## src/rtl/tcf_pkg.sv

```systemverilog
package tcf_pkg;

  localparam logic [7:0] CMD_IAC    = 8'hFF;
  localparam logic [7:0] CMD_DONT   = 8'hFE;
  localparam logic [7:0] CMD_DO     = 8'hFD;
  localparam logic [7:0] CMD_WONT   = 8'hFC;
  localparam logic [7:0] CMD_WILL   = 8'hFB;
  localparam logic [7:0] SPACE_BYTE = 8'h20;
  localparam logic [7:0] MARK_BYTE  = 8'h00;

  localparam logic [1:0] CH_DATA  = 2'd0;
  localparam logic [1:0] CH_REPLY = 2'd1;
  localparam logic [1:0] CH_MARK  = 2'd2;

  typedef enum logic [1:0] {
    PH_IDLE = 2'd0,
    PH_CMD  = 2'd1,
    PH_OPT  = 2'd2
  } tcf_phase_t;

  typedef enum logic [1:0] {
    KIND_NONE  = 2'd0,
    KIND_DATA  = 2'd1,
    KIND_REPLY = 2'd2
  } tcf_kind_t;

  typedef struct packed {
    logic [7:0] in_byte;
    logic       chunk_last;
  } tcf_in_t;

  typedef struct packed {
    logic [7:0] out_byte;
    logic [1:0] channel;
    logic       run_last;
  } tcf_out_t;

  // Task handed from the parser to the emitter
  typedef struct packed {
    tcf_kind_t  kind;
    logic [7:0] byte_val;  // data byte, or option byte for a reply
    logic [7:0] ans;       // DONT or WONT for a reply
    logic       mark;      // end-of-chunk marker follows
  } tcf_task_t;

endpackage

```

## src/rtl/tcf_front.sv

```systemverilog
module tcf_front (
  input  logic              clk,
  input  logic              rst,
  input  logic              accept,
  input  tcf_pkg::tcf_in_t  item,
  output logic              task_valid,
  output tcf_pkg::tcf_task_t task_out
);
  import tcf_pkg::*;

  tcf_phase_t phase, phase_next;
  logic [7:0] held_verb, held_verb_next;

  always_ff @(posedge clk) begin
    if (rst) begin
      phase     <= PH_IDLE;
      held_verb <= 8'h00;
    end else if (accept) begin
      phase     <= phase_next;
      held_verb <= held_verb_next;
    end
  end

  always_comb begin
    phase_next        = PH_IDLE;
    held_verb_next    = held_verb;
    task_out.kind     = KIND_NONE;
    task_out.byte_val = item.in_byte;
    task_out.ans      = CMD_WONT;
    task_out.mark     = item.chunk_last;
    case (phase)
      PH_CMD: begin
        if (item.in_byte == CMD_IAC) begin
          task_out.kind = KIND_DATA;
        end else if (item.in_byte >= CMD_WILL && item.in_byte <= CMD_DONT) begin
          held_verb_next = item.in_byte;
          phase_next     = PH_OPT;
        end
      end
      PH_OPT: begin
        task_out.kind = KIND_REPLY;
        task_out.ans  = (held_verb == CMD_WILL || held_verb == CMD_WONT) ? CMD_DONT
                                                                          : CMD_WONT;
      end
      default: begin
        if (item.in_byte == 8'h00) begin
          task_out.kind     = KIND_DATA;
          task_out.byte_val = SPACE_BYTE;
        end else if (item.in_byte == CMD_IAC) begin
          phase_next = PH_CMD;
        end else begin
          task_out.kind = KIND_DATA;
        end
      end
    endcase
    // bytes that cause nothing are never queued
    task_valid = accept && (task_out.kind != KIND_NONE || task_out.mark);
  end

endmodule

```

## src/rtl/tcf_queue.sv

```systemverilog
module tcf_queue #(
  parameter int DEPTH = 4
) (
  input  logic               clk,
  input  logic               rst,
  input  logic               wr_en,
  input  tcf_pkg::tcf_task_t wr_data,
  input  logic               rd_en,
  output tcf_pkg::tcf_task_t rd_data,
  output logic               q_full,
  output logic               q_empty
);
  import tcf_pkg::*;

  localparam int PW = (DEPTH > 1) ? $clog2(DEPTH) : 1;
  localparam int CW = $clog2(DEPTH + 1);
  localparam logic [PW-1:0] LAST_PTR = PW'(DEPTH - 1);

  tcf_task_t      slots [DEPTH];
  logic [PW-1:0]  wr_ptr, rd_ptr;
  logic [CW-1:0]  count;

  assign q_full  = (count == CW'(DEPTH));
  assign q_empty = (count == '0);
  assign rd_data = slots[rd_ptr];

  always_ff @(posedge clk) begin
    if (wr_en) slots[wr_ptr] <= wr_data;
  end

  always_ff @(posedge clk) begin
    if (rst) begin
      wr_ptr <= '0;
      rd_ptr <= '0;
      count  <= '0;
    end else begin
      if (wr_en) wr_ptr <= (wr_ptr == LAST_PTR) ? '0 : wr_ptr + 1'b1;
      if (rd_en) rd_ptr <= (rd_ptr == LAST_PTR) ? '0 : rd_ptr + 1'b1;
      if (wr_en && !rd_en) count <= count + 1'b1;
      else if (rd_en && !wr_en) count <= count - 1'b1;
    end
  end

endmodule

```

## src/rtl/tcf_back.sv

```systemverilog
module tcf_back (
  input  logic               clk,
  input  logic               rst,
  input  logic               q_empty,
  input  tcf_pkg::tcf_task_t head,
  output logic               q_pop,
  input  logic               pop,
  output logic               empty,
  output tcf_pkg::tcf_out_t  result
);
  import tcf_pkg::*;

  logic       o_valid;
  logic [1:0] idx;
  logic [2:0] n_res;
  logic       load, is_last;
  tcf_out_t   res_next;

  assign empty = !o_valid;
  assign load  = !q_empty && (!o_valid || pop);

  always_comb begin
    case (head.kind)
      KIND_REPLY: n_res = 3'd3;
      KIND_DATA:  n_res = 3'd1;
      default:    n_res = 3'd0;
    endcase
    n_res   = n_res + {2'b00, head.mark};
    is_last = ({1'b0, idx} + 3'd1) == n_res;
    q_pop   = load && is_last;

    res_next.out_byte = MARK_BYTE;
    res_next.channel  = CH_MARK;
    res_next.run_last = is_last;
    if (head.kind == KIND_REPLY && idx != 2'd3) begin
      res_next.channel = CH_REPLY;
      case (idx)
        2'd0:    res_next.out_byte = CMD_IAC;
        2'd1:    res_next.out_byte = head.ans;
        default: res_next.out_byte = head.byte_val;
      endcase
    end else if (head.kind == KIND_DATA && idx == 2'd0) begin
      res_next.channel  = CH_DATA;
      res_next.out_byte = head.byte_val;
    end
  end

  always_ff @(posedge clk) begin
    if (rst) begin
      o_valid <= 1'b0;
      idx     <= 2'd0;
    end else begin
      if (load) begin
        o_valid <= 1'b1;
        idx     <= is_last ? 2'd0 : idx + 2'd1;
      end else if (pop) begin
        o_valid <= 1'b0;
      end
    end
  end

  always_ff @(posedge clk) begin
    if (load) result <= res_next;
  end

endmodule

```

## src/rtl/telnet_command_filter.sv

```systemverilog
// Each byte's task is queued, then its results are loaded into the output register.
// Throughput: one byte in per cycle unless full, if each gives at most one result;
//   results drain one per cycle while pop is high; a reply plus marker gives four.
// A task queue of QUEUE_DEPTH entries between parser and emitter absorbs reply bursts.
// Reset (rst, synchronous, active high) returns the parser to idle and empties the queue
//   and output register.
module telnet_command_filter #(
  parameter int QUEUE_DEPTH = 4
) (
  input  logic              clk,
  input  logic              rst,
  input  logic              push,
  output logic              full,
  input  tcf_pkg::tcf_in_t  item,
  output logic              empty,
  input  logic              pop,
  output tcf_pkg::tcf_out_t result
);
  import tcf_pkg::*;

  // Front: parser classifies each byte into one task (or none)
  logic      accept;
  logic      task_valid;
  tcf_task_t task_in, task_head;
  logic      q_full, q_empty, q_pop;

  // full only follows the task queue; the parser itself never stalls
  assign full   = q_full;
  assign accept = push && !q_full;

  tcf_front u_front (
    .clk        (clk),
    .rst        (rst),
    .accept     (accept),
    .item       (item),
    .task_valid (task_valid),
    .task_out   (task_in)
  );

  // Short queue decoupling parse from emission
  tcf_queue #(
    .DEPTH (QUEUE_DEPTH)
  ) u_queue (
    .clk     (clk),
    .rst     (rst),
    .wr_en   (task_valid),
    .wr_data (task_in),
    .rd_en   (q_pop),
    .rd_data (task_head),
    .q_full  (q_full),
    .q_empty (q_empty)
  );

  // Back: walks each task through its results into a registered output;
  // the output reloads in the same cycle it is popped if the queue holds a task
  tcf_back u_back (
    .clk     (clk),
    .rst     (rst),
    .q_empty (q_empty),
    .head    (task_head),
    .q_pop   (q_pop),
    .pop     (pop),
    .empty   (empty),
    .result  (result)
  );

endmodule

```

## config.mk

```make
export PLATFORM = sky130hd
export DESIGN_NAME = telnet_command_filter
export DESIGN_NICKNAME = d
export VERILOG_FILES = /design/src/rtl/tcf_pkg.sv /design/src/rtl/tcf_front.sv /design/src/rtl/tcf_queue.sv /design/src/rtl/tcf_back.sv /design/src/rtl/telnet_command_filter.sv
export SDC_FILE = /design/constraint.sdc
export NUM_CORES = 1
export LEC_CHECK = 0
export ABC_AREA = 1
export ABC_CLOCK_PERIOD_IN_PS = 7300
export BUFFER_PORTS_ARGS = -buffer_cell sky130_fd_sc_hd__buf_2
export CORE_MARGIN = 2
export CORE_UTILIZATION = 40
export DETAILED_ROUTE_END_ITERATION = 12
export GPL_TIMING_DRIVEN = 0
export PLACE_DENSITY = 0.66
export SLEW_MARGIN = 40
export SYNTH_ARGS = -nofsm -noshare
export SYNTH_HDL_FRONTEND = slang
export SYNTH_SLANG_ARGS = --single-unit
export TNS_END_PERCENT = 5
```

## constraint.sdc

```tcl
create_clock -name clk -period 7.3 [get_ports clk]
set_input_delay 1.095 -clock clk [delete_from_list [all_inputs] [get_ports clk]]
set_output_delay 1.095 -clock clk [all_outputs]
set_load 0.02 [all_outputs]
```

==> results of run 1 <==
## power by group
part,switching [W],internal (W),total [W]
logic,0.000282,0.000137,0.000420
registers,0.0000257,0.000594,0.000619
clock network,0.000156,0.000154,0.000310
total,0.000464,0.000885,0.00135
## cells by family after synthesis
group	count (synthesis)
AND/OR/NAND/NOR	108
flip-flops	81
AO/OA/AOI/OAI	65
buffers and inverters	58
adder cells (fa/ha/maj)	16
XOR/XNOR	3
## critical path: stages (launching register included)
cell	delay, ns
dfxtp_1	0.30
clkbuf_2	0.17
inv_2	0.12
buf_2	0.24
nand2_1	0.07
a32oi_1	0.33
inv_1	0.11
ha_1	0.30
inv_1	0.04
ha_1	0.17
ha_1	0.28
xnor2_1	0.15
nand3_1	0.16
nor2_1	0.20
inv_1	0.11
ha_1	0.19
inv_1	0.11
fa_1	0.40
o21ai_0	0.20
a21oi_1	0.06
## metrics by stage
stage / setup WS [ns] / instance area, sq um / hold WS (ns) / cells
after floorplan: 4.109 / 3511 / 0.4359 / 331
after global placement: 3.609 / 3766 / 0.4448 / 463
after detailed placement: 3.544 / 3776 / 0.4512 / 463
after CTS: 3.495 / 3961 / 0.4629 / 479
after global routing: 3.146 / 3961 / 0.4923 / 479
final: 3.480 / 3961 / 0.4616 / 479
## cell type report
cell class              instances  area, sq um
fillers                       821         4674
repair buffers                 24        120.1
well taps                     108        135.1
multi-input cells             192         1077
flip-flops and latches         81         2212
clock buffers                   9        123.9
inverters                      42        157.7
plain buffers                  16        73.82
clock inverters                 7        61.31
## cells in the mapped netlist
library cell   count  area share
nor4_1             3      0.0053
o21ai_0           34       0.048
nand2_4            1      0.0032
a21oi_1           16       0.023
edfxtp_1          59        0.50
xor2_1             1      0.0025
a31o_2             1      0.0025
nor3_1             2      0.0029
nand2_2            2      0.0036
fa_1               1      0.0057
o22ai_1            9       0.016
nor2_4             1      0.0032
nand3_2            1      0.0029
xnor2_1            2      0.0050
a31oi_4            1      0.0061
nor2_1            53       0.057
nand3_1            5      0.0071
nand2_1           34       0.036
inv_1             37       0.040
nand4_1            3      0.0053
clkbuf_2           2      0.0029
nor3_2             1      0.0029
buf_1              1      0.0011
nor2_2             2      0.0036
dlygate4sd1_1      1      0.0025
inv_2              5      0.0053
buf_2              5      0.0071
dfxtp_1           22        0.13
clkbuf_1           7      0.0075
ha_1              15       0.053
o21ai_1            1      0.0014
a32oi_1            2      0.0050
a22oi_1            1      0.0021
## per-layer routing
layer	up-vias	part of all wire	track usage
li1	1187	-	-
met3	10	0.048	0.03381
met2	58	0.48	0.2578
met1	1116	0.45	0.1774
met5	-	0	0
met4	0	0.016	0.06838
## how the worst max path moves through the flow
stage | start | end | slack, ns | cells past startpoint
after floorplan | register | u_queue.count[1] | 4.11 | 19
after global placement | register | u_queue.count[1] | 3.61 | 19
after detailed placement | register | u_queue.count[1] | 3.54 | 19
after CTS | register | u_queue.count[1] | 3.49 | 19
after global routing | register | u_queue.count[1] | 3.15 | 19
final | register | u_queue.count[1] | 3.48 | 19
## flip-flops by register name (all words and copies together) (netlist names), named ones only
register,cells
u_queue.slots,48
u_back.result,11
u_front.held_verb,8
u_queue.count,3
u_back.idx,2
u_front.phase,2
u_queue.rd_ptr,2
u_queue.wr_ptr,2
u_back.o_valid,1
## cells in the final DEF (no fill, tap or decap)
cell type	Yosys	layout
a21oi_1	16	16
a22oi_1	1	1
a31o_2	1	1
a31oi_4	1	1
a32oi_1	2	2
buf_1	1	1
buf_2	5	29
bufinv_16	0	1
clkbuf_1	7	7
clkbuf_2	2	2
clkbuf_8	0	9
clkinv_1	0	1
clkinv_2	0	4
clkinvlp_4	0	1
dfxtp_1	22	22
dlygate4sd1_1	1	1
edfxtp_1	59	59
fa_1	1	1
ha_1	15	15
inv_1	37	37
inv_2	5	5
nand2_1	34	34
nand2_2	2	2
nand2_4	1	1
nand3_1	5	5
nand3_2	1	1
nand4_1	3	3
nor2_1	53	49
nor2_2	2	6
nor2_4	1	1
nor3_1	2	2
nor3_2	1	1
nor4_1	3	3
o21ai_0	34	34
o21ai_1	1	1
o22ai_1	9	9
xnor2_1	2	2
xor2_1	1	1
==> qor.csv, run 1 <==
stage;metric;value;unit
outcome;status;finished, final reports clean;
power_and_ir_drop;Max VDD drop;100.4;uV
sta;count of pins over their slew limit;0;
cts;Root Driver;clkbuf_8;
sta;Setup violations, final;0;
sta;RSZ-0062 raised after global routing;no;
synthesis;Synth Area in Adders;0.05916;
finish;nets@finish;395;
cts;CTS tree;yes;
detailed_routing;ANT nets after route;0;
synthesis;sequential fraction of the synthesis area;0.6301;
cts;Clock Latency Late Sink;0.35;ns
floorplanning;DIE AREA;0.009542;sq mm
synthesis;Simple-Gate Fraction of Synth Area;0.1329;
detailed_routing;routed vias;2371;
global_routing;initial antenna violation count;0;
detailed_routing;WL final;6551;um
floorplanning;starting density of the core;0.4065;
detailed_routing;post-DR wirelength/cell;13.68;um
hold_path;worst hold endpoint;u_front.held_verb[3];
sta;final hold violation count;0;
setup_path;reg2reg path depth;19;
cts;Clock Sinks;81;
placed_design;Buffers on Ports;24;
placed_design;DPL Wire Length;4693;um
setup_path;endpoint class of the critical path;register;
detailed_routing;First-pass DRT Iterations;4;
synthesis;Yosys reg bits;81;
setup_path;Worst Path Class, Setup;reg -> reg;
synthesis;Compound-Gate Fraction of Synth Area;0.1044;
hold_path;worst hold-check path type;reg -> reg;
global_routing;first-pass GRT wire length;11110;um
sta;Worst Skew;0.006123;ns
cts;CTS buffer count;9;
finish;area delta synth->final;12.83;%
floorplanning;die width;97.69;um
detailed_routing;via/cell ratio;4.950;
finish;utilization after layout;0.4587;
sta;Final min period;3.820;ns
detailed_routing;DR DRC count;0;
global_routing;vias in the first global route;2385;
finish;Inserted Diodes;0;
detailed_routing;initial DRC count;131;
setup_path;worst flop-to-flop path endpoint;u_queue.count[1];
floorplanning;die height;97.69;um
floorplanning;row cnt;34;
setup_path;CP Launch Type;register;
cts;number of gates resized after cts;0;
sta;fmax;261.8;MHz
power_and_ir_drop;Leak Pwr;1.566;nW
synthesis;cells after synthesis;331;
synthesis;mux share of post-synthesis cell area;0;
cts;H-tree depth;3;
synthesis;syn nets;360;
flow_run;max cap viols;0;
cts;cts hold-fix bufs;0;
hold_path;min-delay src;u_front.held_verb[3];
setup_path;CP max FO;10;
setup_path;flop-to-flop setup slack;3.48;ns
placed_design;Placer Congestion;0.7905;
setup_path;CP required;7.54;ns
cts;Clock Path Buffers;2;
synthesis;Cell variety after synth;33;
synthesis;main combinational cell family by area after synthesis;simple AND/OR/NAND/NOR gates;
sta;Fin Setup TNS;0;ns
global_routing;largest net degree at the start of global routing;16;
floorplanning;core area;0.008636;sq mm
hold_path;Hold Path Stages;2;
sta;Worst slew margin;0.5068;
global_routing;GRT Residual Overflow;0;
synthesis;syn_area_per_cell;10.61;sq um
global_routing;Total Routing Usage GR;0.1495;
synthesis;Synth Cell Area;0.003511;sq mm
sta;Least-Margin Pin Slew;0.7390;ns
setup_path;WP data arrival;4.06;ns
synthesis;XOR/XNOR share of the synthesized area;0.007484;
cts;postcts setup bufs;0;
power_and_ir_drop;power per standard cell area;340.6;mW/mm^2
cts;clock slew at reported path FFs;0.08;ns
finish;layout cells sized above 1;0.1752;
synthesis;Synth Warn #;0;
sta;final worst path period share;0.5233;
power_and_ir_drop;Total Power;0.001349;W
floorplanning;IO Count;26;
(Power assumes the default switching activity.)
==> run 2: changes to the inputs <==
ABC_CLOCK_PERIOD_IN_PS = 3800   (was 7300)
clock period = 3.8 ns   (was 7.3 ns; I/O delays follow)
==> qor.csv, run 2 (same netlist as run 1, synthesis figures left out) <==
stage;metric;value;unit
outcome;status;finished, final reports clean;
sta;Worst Skew;0.006877;ns
power_and_ir_drop;Leak Pwr;1.564;nW
setup_path;endpoint class of the critical path;register;
setup_path;kind of cell adding the most delay to the critical path;adder cells;
sta;Final min period;3.511;ns
hold_path;Hold Path Stages;2;
setup_path;worst-path cell chain;clkbuf_2 -> buf_6 -> nand2_1 -> a32oi_2 -> inv_1 -> ha_1 -> inv_1 -> ha_1 -> ha_1 -> xnor2_1 -> nand3_1 -> nor2_2 -> inv_1 -> ha_1 -> inv_1 -> fa_1 -> o21ai_1 -> a21oi_1;
global_routing;GRT Residual Overflow;0;
finish;Inserted Diodes;0;
cts;Root Driver;clkbuf_8;
floorplanning;core area;0.008636;sq mm
global_routing;vias in the first global route;2396;
setup_path;CP Launch Type;register;
placed_design;Buffers on Ports;24;
floorplanning;die width;97.69;um
detailed_routing;WL final;6555;um
cts;CTS tree;yes;
finish;biggest regs;u_queue.slots: 48 flops, u_back.result: 11 flops, u_front.held_verb: 8 flops;
finish;max FFs per register;48;
detailed_routing;via/cell ratio;4.979;
detailed_routing;ANT nets after route;0;
cts;CTS buffer count;9;
detailed_routing;met2 WL;3216;um
global_routing;first-pass GRT wire length;11140;um
finish;nets@finish;393;
finish;most flop-heavy register;u_queue.slots;
floorplanning;die height;97.69;um
power_and_ir_drop;power per standard cell area;656.4;mW/mm^2
sta;Fin Hold WS;0.4616;ns
sta;Least-Margin Pin Slew;0.7830;ns
cts;clock slew at reported path FFs;0.08;ns
setup_path;slowest CP cell;fa_1;
global_routing;initial antenna violation count;0;
setup_path;WP data arrival;3.75;ns
setup_path;CP max FO;10;
setup_path;WP buf/inv;6;
cts;H-tree depth;3;
sta;RSZ-0062 raised after global routing;no;
floorplanning;starting density of the core;0.4065;
sta;Worst slew margin;0.4774;
floorplanning;DIE AREA;0.009542;sq mm
detailed_routing;highest metal used;met4;
sta;Setup violations, final;0;
detailed_routing;routed vias;2375;
finish;most frequent cells in the layout;edfxtp_1, nor2_1, inv_1;
placed_design;Placer Congestion;0.7905;
cts;Clock Path Buffers;2;
power_and_ir_drop;Max VDD drop;194.2;uV
floorplanning;IO Count;26;
setup_path;critical path depth in cells;18;
finish;commonest non-fill, non-tap cell in the layout;edfxtp_1;
setup_path;Worst Path Class, Setup;reg -> reg;
sta;final worst path period share;0.9240;
sta;count of pins over their slew limit;0;
finish;layout cells sized above 1;0.1789;
setup_path;CP max stage delay;0.41;ns
detailed_routing;post-DR wirelength/cell;13.74;um
detailed_routing;First-pass DRT Iterations;4;
sta;Fin Setup TNS;0;ns
setup_path;CP required;4.04;ns
placed_design;DPL Wire Length;4693;um
cts;Clock Sinks;81;
floorplanning;row cnt;34;
setup_path;reg2reg path depth;18;
finish;area delta synth->final;13.08;%
detailed_routing;routed wl met3;267;um
flow_run;max cap viols;0;
detailed_routing;Metal-1 WL;2939;um
detailed_routing;DR DRC count;0;
cts;Clock Latency Late Sink;0.35;ns
sta;fmax;284.8;MHz
sta;final hold violation count;0;
hold_path;worst hold-check path type;reg -> reg;
detailed_routing;initial DRC count;125;
global_routing;Total Routing Usage GR;0.1498;
global_routing;largest net degree at the start of global routing;16;
[run 2: where the power goes]
| group | leakage, nW | switching [W] | internal, W | total, W |
|---|---|---|---|---|
| Clock | 0.0962 | 0.000300 | 0.000296 | 0.000597 |
| Combinational | 0.759 | 0.000550 | 0.000270 | 0.000819 |
| Sequential | 0.710 | 0.0000492 | 0.00114 | 0.00119 |
| Total | 1.56 | 0.000899 | 0.00171 | 0.00261 |
[run 2: metrics by stage]
step,util,instance area [sq um],power [W],worst slack [ns],instances
after detailed placement,0.4373,3776,0.002023,0.04383,463
after global routing,0.4597,3970,0.002779,0.003199,477
after CTS,0.4596,3969,0.002620,0.07898,479
final,0.4597,3970,0.002606,0.2887,477
after floorplan,-,3511,0.001802,0.6090,331
after global placement,0.4361,3766,0.001996,0.1087,463
[run 2: tightest hold or removal path, stage by stage (launching register included)]
cell and delay (ns):
dfxtp_1 0.30, inv_1 0.06, a21oi_1 0.06
[run 2: final timing paths]
| path | from | to | slack [ns] |
|---|---|---|---|
| setup / recovery | register | u_queue.count[1] | 0.29 |
| hold / removal | u_front.held_verb[3] | u_front.held_verb[3] | 0.46 |
| setup reg to reg | register | u_queue.count[1] | 0.29 |
| hold reg to reg | u_front.held_verb[3] | u_front.held_verb[3] | 0.46 |
[run 2: layout make-up]
| class | count | area [sq um] |
|---|---|---|
| buffer | 14 | 71.32 |
| clock buffer | 9 | 123.9 |
| clock inverter | 7 | 61.31 |
| fill | 823 | 4666 |
| inverter | 42 | 158.9 |
| multi-input combinational | 192 | 1087 |
| sequential | 81 | 2212 |
| tap | 108 | 135.1 |
| timing repair buffer | 24 | 120.1 |
[run 2: timing repair]
item                       in CTS  in global routing
setup endpoints to repair       2                  2
gates resized for setup         1                  7
cloned                          0                  0
buffers inserted                0                  0
hold buffers                    0                  0
pin swaps                       0                  0
[run 2: routing by layer]
metal / vias up / track usage
li1: 1183 / -
met3: 8 / 0.03381
met2: 48 / 0.2589
met5: - / 0
met1: 1136 / 0.1774
met4: 0 / 0.06838
==> run 3: changes to the inputs <==
CORE_UTILIZATION = 44   (was 40)
PLACE_DENSITY = 0.7   (was 0.66)
==> qor.csv, run 3 (same netlist as run 1, synthesis figures left out) <==
stage;metric;value;unit
sta;fmax;286.6;MHz
sta;Least-Margin Pin Slew;0.7548;ns
sta;Fin Setup TNS;0;ns
placed_design;Buffers on Ports;24;
sta;final worst path period share;0.9183;
finish;most flop-heavy register;u_queue.slots;
placed_design;pre-CTS WS;0.1001;ns
setup_path;CP Launch Type;register;
global_routing;vias in the first global route;2157;
floorplanning;starting density of the core;0.4543;
floorplanning;die height;93.33;um
global_routing;initial antenna violation count;0;
detailed_routing;post-DR wirelength/cell;13.52;um
setup_path;CP max stage delay;0.40;ns
detailed_routing;initial DRC count;172;
cts;Clock Path Buffers;2;
power_and_ir_drop;power per standard cell area;676.0;mW/mm^2
detailed_routing;DR DRC count;0;
sta;Worst Skew;0.009210;ns
sta;Setup violations, final;0;
finish;area delta synth->final;14.72;%
sta;setup slack after layout;0.3103;ns
floorplanning;row cnt;32;
cts;Clock Sinks;81;
floorplanning;die width;93.33;um
setup_path;WP data arrival;3.72;ns
detailed_routing;via/cell ratio;4.956;
setup_path;slowest CP cell;fa_1;
sta;count of pins over their slew limit;0;
cts;Root Driver;clkbuf_8;
power_and_ir_drop;Max VDD drop;220.0;uV
flow_run;max cap viols;0;
setup_path;CP max FO;10;
detailed_routing;First-pass DRT Iterations;4;
finish;nets@finish;395;
global_routing;Total Routing Usage GR;0.1548;
cts;H-tree depth;3;
setup_path;CP required;4.03;ns
placed_design;DPL Wire Length;4417;um
detailed_routing;met2 WL;3181;um
placed_design;Placer Congestion;0.7767;
detailed_routing;routed vias;2344;
cts;CTS buffer count;9;
sta;Worst slew margin;0.4921;
power_and_ir_drop;Total Power;0.002723;W
power_and_ir_drop;Leak Pwr;1.592;nW
finish;most frequent cells in the layout;edfxtp_1, nor2_1, inv_1;
setup_path;worst-path cell chain;buf_2 -> buf_6 -> nand2_1 -> a32oi_2 -> inv_1 -> ha_1 -> inv_1 -> ha_1 -> ha_1 -> xnor2_2 -> nand3_2 -> nor2_2 -> inv_1 -> ha_1 -> inv_1 -> fa_1 -> o21ai_0 -> a21oi_1;
cts;clock slew at reported path FFs;0.08;ns
detailed_routing;highest metal used;met4;
outcome;status;finished, final reports clean;
hold_path;min-delay src;u_front.held_verb[4];
hold_path;worst hold-check path type;reg -> reg;
sta;final hold violation count;0;
setup_path;Worst Path Class, Setup;reg -> reg;
cts;CTS tree;yes;
detailed_routing;Metal-1 WL;2819;um
detailed_routing;WL final;6396;um
cts;Clock Latency Late Sink;0.34;ns
floorplanning;DIE AREA;0.008710;sq mm
finish;commonest non-fill, non-tap cell in the layout;edfxtp_1;
sta;Final min period;3.490;ns
floorplanning;core area;0.007727;sq mm
global_routing;largest net degree at the start of global routing;16;
floorplanning;IO Count;26;
finish;max FFs per register;48;
global_routing;first-pass GRT wire length;10100;um
setup_path;endpoint class of the critical path;register;
global_routing;GRT Residual Overflow;0;
finish;biggest regs;u_queue.slots: 48 flops, u_back.result: 11 flops, u_front.held_verb: 8 flops;
finish;layout cells sized above 1;0.1941;
detailed_routing;routed wl met3;371;um
finish;Inserted Diodes;0;
detailed_routing;ANT nets after route;0;
## run 3: through the flow
stage          hold WS, ns  utilization  instances  cell area (sq um)
2_1_floorplan       0.4359            -        331               3511
3_3_place_gp        0.4457       0.4864        457               3759
3_5_place_dp        0.4519       0.4877        457               3769
4_1_cts             0.4551       0.5160        473               3988
5_1_grt             0.4559       0.5212        473               4028
6_report            0.4609       0.5212        473               4028
## run 3: report_power, final
part,internal (W),leakage [nW],switching (W)
registers,0.00114,0.710,0.0000501
clock network,0.000370,0.109,0.000309
logic,0.000288,0.773,0.000566
total,0.00180,1.59,0.000925
## run 3: worst max-delay path: cells and delay by family (launching register included)
| family | cells | cell delay, ns |
|---|---|---|
| xor gates and xnor gates | 1 | 0.19 |
| adders and majority gates | 5 | 1.33 |
| and+or+nand+nor | 3 | 0.40 |
| buffers and inverters | 6 | 0.68 |
| DFF | 1 | 0.31 |
| AOI/OAI and AO/OA | 3 | 0.48 |
## run 3: final timing paths
path	endpoint	slack [ns]	depth (start not counted)
worst min-delay path	u_front.held_verb[4]	0.46	2
worst min register to register	u_front.held_verb[4]	0.46	2
worst max-delay path	u_queue.count[1]	0.31	18
worst max register to register	u_queue.count[1]	0.31	18
## run 3: cell type report
cell class                 count  area (sq um)
fill                         683          3700
sequential                    81          2212
multi-input combinational    192          1100
inverter                      42         162.7
timing repair buffer          26         135.1
tap                          102         127.6
clock buffer                   9         123.9
clock inverter                 7         95.09
buffer                        14         71.32
## run 3: routing by layer
layer / up-vias / track usage
met1: 1079 / 0.2020
li1: 1189 / -
met5: - / 0
met3: 2 / 0.04110
met4: 0 / 0.06250
met2: 74 / 0.2458
## run 3: what timing repair did
item,4_1_cts,5_1_grt
resized for setup,0,10
hold buffers,0,0
setup endpoints to repair,0,2
setup buffers,0,2
